`config.mk`:
```
export PLATFORM = sky130hd
export DESIGN_NAME = cbad_ctrl
export DESIGN_NICKNAME = d
export VERILOG_FILES = /design/src/hw/rtl/cpu_bus_access_decoder_macros.svh /design/src/hw/rtl/cbad_pkg.sv /design/src/hw/rtl/cbad_ctrl.sv
export SDC_FILE = /design/constraint.sdc
export NUM_CORES = 1
export LEC_CHECK = 0
export BUFFER_PORTS_ARGS = -buffer_cell sky130_fd_sc_hd__buf_2
export CELL_PAD_IN_SITES_DETAIL_PLACEMENT = 0
export CELL_PAD_IN_SITES_GLOBAL_PLACEMENT = 1
export CORE_AREA = 2 2 39 41
export CTS_CLUSTER_SIZE = 25
export DETAILED_ROUTE_END_ITERATION = 16
export DIE_AREA = 0 0 41 43
export PLACE_DENSITY_LB_ADDON = 0.1
export SLEW_MARGIN = 20
export SYNTH_ARGS = -nofsm -noshare
export SYNTH_HDL_FRONTEND = slang
export SYNTH_SLANG_ARGS = --single-unit
export TNS_END_PERCENT = 10
```
`constraint.sdc`:
```
create_clock -name clk -period 1.7 [get_ports clk]
set_input_delay 0.17 -clock clk [delete_from_list [all_inputs] [get_ports clk]]
set_output_delay 0.17 -clock clk [all_outputs]
set_load 0.02 [all_outputs]
```
`src/hw/rtl/cpu_bus_access_decoder_macros.svh`:
```
// Assertion macros used by the bus access decoder datapath (cbad_dp).
// No dependencies; included by cbad_dp, which carries concurrent assertions.
`ifndef CPU_BUS_ACCESS_DECODER_MACROS_SVH
`define CPU_BUS_ACCESS_DECODER_MACROS_SVH

// Same-cycle implication, disabled during reset.
`define CBAD_ASSERT_NOW(label, clk, rst_n, ante, cons) \
  label: assert property (@(posedge clk) disable iff (!rst_n) (ante) |-> (cons)) \
    else $error("cbad assertion failed");

// Next-cycle implication, disabled during reset.
`define CBAD_ASSERT_NEXT(label, clk, rst_n, ante, cons) \
  label: assert property (@(posedge clk) disable iff (!rst_n) (ante) |=> (cons)) \
    else $error("cbad assertion failed");

`endif

```
`src/hw/rtl/cbad_pkg.sv`:
```
// Package for the bus access decoder: memory map constants, mode codes,
// word structs and controller/datapath command and status structs. No deps.
`default_nettype none

package cbad_pkg;

  localparam int ADDR_BITS = 16;
  localparam int MEM_DEPTH = 1 << ADDR_BITS;

  localparam logic [ADDR_BITS-1:0] RAM_MIRROR_MASK = 16'h07FF;
  localparam logic [ADDR_BITS-1:0] RAM_TOP         = 16'h1FFF;
  localparam logic [ADDR_BITS-1:0] DMA_PORT        = 16'h4014;
  localparam logic [ADDR_BITS-1:0] PAD_PORT        = 16'h4016;
  localparam logic [2:0]           PPU_PAGE_TAG    = 3'b001;

  localparam logic [7:0] PAD_IDLE_BITS = 8'h40;
  localparam logic [7:0] PAD_IDLE      = 8'hFF;
  localparam logic [7:0] PAD_LAST      = 8'd7;

  localparam logic [3:0] MODE_ACC  = 4'd0;
  localparam logic [3:0] MODE_IMM  = 4'd1;
  localparam logic [3:0] MODE_REL  = 4'd2;
  localparam logic [3:0] MODE_ZP   = 4'd3;
  localparam logic [3:0] MODE_ZPX  = 4'd4;
  localparam logic [3:0] MODE_ZPY  = 4'd5;
  localparam logic [3:0] MODE_ABS  = 4'd6;
  localparam logic [3:0] MODE_ABSX = 4'd7;
  localparam logic [3:0] MODE_ABSY = 4'd8;
  localparam logic [3:0] MODE_INDX = 4'd9;
  localparam logic [3:0] MODE_INDY = 4'd10;
  localparam logic [3:0] MODE_IND  = 4'd11;

  localparam logic KIND_READ  = 1'b0;
  localparam logic KIND_WRITE = 1'b1;

  localparam logic [1:0] PPU_NONE   = 2'd0;
  localparam logic [1:0] PPU_ACC_RD = 2'd1;
  localparam logic [1:0] PPU_ACC_WR = 2'd2;

  localparam logic [2:0] PPU_REG_STATUS  = 3'd2;
  localparam logic [2:0] PPU_REG_OAMDATA = 3'd4;
  localparam logic [2:0] PPU_REG_DATA    = 3'd7;

  typedef struct packed {
    logic       kind;
    logic [7:0] operand_low;
    logic [7:0] operand_high;
    logic [3:0] mode;
    logic [7:0] write_data;
    logic [7:0] index_x;
    logic [7:0] index_y;
    logic [7:0] accumulator_in;
    logic [7:0] pad_buttons;
  } in_word_t;

  typedef struct packed {
    logic [7:0]           read_data;
    logic                 read_from_ppu;
    logic [ADDR_BITS-1:0] effective_address;
    logic [1:0]           ppu_access;
    logic [2:0]           ppu_register;
    logic                 dma_start;
    logic [7:0]           dma_page;
    logic                 acc_write;
    logic [7:0]           acc_value;
  } out_word_t;

  typedef struct packed {
    logic load_in;
    logic ptr_lo_rd;
    logic ptr_hi_rd;
    logic load_ptr_lo;
    logic load_addr;
    logic exec;
    logic finish;
  } ctl_cmd_t;

  typedef struct packed {
    logic indirect;
    logic out_full;
  } ctl_sts_t;

endpackage

`default_nettype wire

```
`src/hw/rtl/cbad_ctrl.sv`:
```
// Sequencing state machine of the bus access decoder.
// Depends on cbad_pkg for the command and status structs.
`default_nettype none

module cbad_ctrl (
  input  wire logic                clk,
  input  wire logic                rst_n,
  input  wire logic                in_valid,
  output logic                     in_ready,
  input  wire cbad_pkg::ctl_sts_t  sts,
  output cbad_pkg::ctl_cmd_t       cmd
);
  import cbad_pkg::*;

  localparam logic [2:0] S_IDLE = 3'd0;
  localparam logic [2:0] S_PLO  = 3'd1;
  localparam logic [2:0] S_PHI  = 3'd2;
  localparam logic [2:0] S_ADDR = 3'd3;
  localparam logic [2:0] S_EXEC = 3'd4;
  localparam logic [2:0] S_DONE = 3'd5;

  logic [2:0] state_r, state_nxt;

  always_comb begin
    state_nxt = state_r;
    cmd       = '0;
    in_ready  = 1'b0;
    unique case (state_r)
      S_IDLE: begin
        in_ready = rst_n;
        if (in_valid && rst_n) begin
          cmd.load_in = 1'b1;
          state_nxt   = sts.indirect ? S_PLO : S_ADDR;
        end
      end
      S_PLO: begin
        cmd.ptr_lo_rd = 1'b1;
        state_nxt     = S_PHI;
      end
      S_PHI: begin
        cmd.ptr_hi_rd   = 1'b1;
        cmd.load_ptr_lo = 1'b1;
        state_nxt       = S_ADDR;
      end
      S_ADDR: begin
        cmd.load_addr = 1'b1;
        state_nxt     = S_EXEC;
      end
      S_EXEC: begin
        cmd.exec  = 1'b1;
        state_nxt = S_DONE;
      end
      S_DONE: begin
        if (!sts.out_full) begin
          cmd.finish = 1'b1;
          state_nxt  = S_IDLE;
        end
      end
      default: state_nxt = S_IDLE;
    endcase
  end

  always_ff @(posedge clk) begin
    if (!rst_n) begin
      state_r <= S_IDLE;
    end else begin
      state_r <= state_nxt;
    end
  end

endmodule

`default_nettype wire

```
==> qor.txt <==
Worst hold path cell count: 2
Antenna viol nets, final: 0
Post-synth top area cell: dfxtp_1
FILL cells: 160
Max Cap Viol: 0
Area of the multi-input gates: 136.4 um2
Post-Synthesis Cell Area: 241.5 um2
R2R Setup Slk: 0.62 ns
Rel. slew slack: 74.63%
Clock-pin transition on the worst setup and hold timing paths: 0.04 ns
CTS tree: yes
Met3 WL: 11 um
Power after layout: 0.3094 mW
H-tree lvl count: 1
Post-CTS setup buffer count: 0
Share of synthesized registers carrying an async set or reset: 0%
Main flop type after synthesis: dfxtp_1
CP peak stage delay: 0.54 ns
Chip width: 41 um
Critical path launch point type: register
Routability cong.: 0.6391
Cell area after layout: 310.3 um2
Hold crit path type: input pin to register
Chip height: 43 um
DRT Wirelength: 516 um
Hold_buf cts: 0
Top Metal Used: met4
Hpwl dp: 404.5 um
IO Port Bufs: 12
Post-synth EDFFs: 0
Crit-path max FO: 9
Routed wire per std cell: 9.736 um
Synth top area share: 24.87%
Worst hold slack: 0.1551 ns
Diodes inserted: 0
CTS root buf: clkbuf_4
Core Util, Final: 22.42%
Synth unique cells: 16
First-pass GRT wire length: 786 um
Max Fclk: 0.6815 GHz
Cts repair resizes: 0
Worst path required time: 1.53 ns
Met2 wire len: 270 um
Detailed router's first-iteration violation count: 3
Vias: 221
Post-synthesis net count: 30
Final Setup Violations: 0
Initial DRT Pass Iterations: 2
I/O Pins: 13
Final slew viol count: 0
Worst-Margin Slew: 0.3800 ns
CP Class: register to primary output
R2R depth: 2
Largest cells by area after synthesis: dfxtp_1 25%, a2111oi_2 12%, buf_6 9.3%
Crit end category: primary output
Mean cell area of the mapped netlist: 9.659 um2
Data arrival, critical path: 1.30 ns
Top cells by count, synth: 3 x dfxtp_1, 3 x nor3b_1
Cell Pwr Density: 997.0 nW/um2
Vias in the first global route: 205
Clk buf depth: 2
Largest regs: state_r x3
Worst-path cell chain: nand2b_1, nor3b_1, buf_2
CP max-delay cell: dfxtp_1
Status: finished clean
GRT Resource Usage Total: 7.631%
Yosys reg bits: 3
RSZ-0062 raised after global routing: no
Net count, final: 43
Largest reg by FF count: state_r
Max reg flops: 3
Clock Latency Late Sink: 0.24 ns
Layout cells sized above 1: 51.35%
Syn Inst Count: 25
Placed Area: 284.0 um2
Yosys Warn Count: 0
Initial Util: 17.45%
Final Hold Fails: 0
Seq/Total Area, Yosys: 24.87%
Clk sinks: 3
Lkg Pwr: 0.1456 nW
Fin crit share: 86.32%
Post-Route M1 WL: 218 um
Total CTS buffers: 3
Initial antenna violation count: 0
Register area: 60.06 um2
Largest net degree at the start of global routing: 11
Skew final: 0.002941 ns
Peak VDD IR: 0.2736 mV
Die Area: 1763 um2
Final Critical Period: 1.467 ns
Area grow syn2layout: 28.50%
Row count: 14
Core box area: 1384 um2
Vias/cell: 4.170
DRC errors left: 0
Setup Total Neg Slack: 0 ns
Congestion Overflow GR: 0
[kinds of logic (layout without fill, tap and decap cells)]
logic type	after synthesis	after routing	share of synthesized area (%)
AO/OA/AOI/OAI	5	5	20.73
buffers and inverters	6	18	18.65
flip-flops	3	3	24.87
AND/OR/NAND/NOR	11	11	35.75
[report_power, final]
part / switching, mW / internal, mW / total [mW]
sequential: 0.0213 / 0.0781 / 0.0995
clock: 0.0418 / 0.0883 / 0.130
combinational: 0.0430 / 0.0369 / 0.0799
total: 0.106 / 0.203 / 0.309
[layout make-up]
cell class / count / share of cell area (%)
flip-flops and latches: 3 / 19.35
inverters: 2 / 2.419
repair buffers: 12 / 19.35
clock buffers: 4 / 8.468
well taps: 16 / 6.452
multi-input cells: 16 / 43.95
[worst max-delay path: cells and delay by family (launching register included)]
family                 cells  cell delay [ns]
DFF                        1             0.54
and+or+nand+nor            2             0.33
buffers and inverters      1             0.19
[final timing paths]
path	startpoint	endpoint
min reg2reg	state_r[2]$_SDFFE_PN0P_	state_r[1]$_SDFFE_PN0P_
max reg2reg	state_r[2]$_SDFFE_PN0P_	state_r[2]$_SDFFE_PN0P_
max	state_r[2]$_SDFFE_PN0P_	cmd[0]
min	rst_n	state_r[2]$_SDFFE_PN0P_
[cells in the final DEF (no fill, tap or decap)]
master     instances
nor3b_1            3
nor2b_1            1
and3b_2            1
nand2b_1           1
buf_2             12
dfxtp_1            3
and2_1             1
clkbuf_1           1
nor3_1             2
nor2_1             1
a21oi_1            1
o21a_1             1
a2111oi_2          2
nor4_4             1
clkbuf_4           3
a21boi_1           1
inv_1              2
[routing by layer]
layer	track usage, %	up-vias
met3	3.141	2
met4	10.00	0
met5	0	-
met2	9.688	8
met1	7.717	99
li1	-	112
[per-stage QoR]
stage / cells / worst slack [ns]
floorplan: 25 / 0.2332
global placement: 49 / 0.4994
detailed placement: 49 / 0.4763
CTS: 53 / 0.2164
global route: 53 / 0.1248
finish: 53 / 0.2326
No activity file was read; power rests on OpenSTA's default activity.
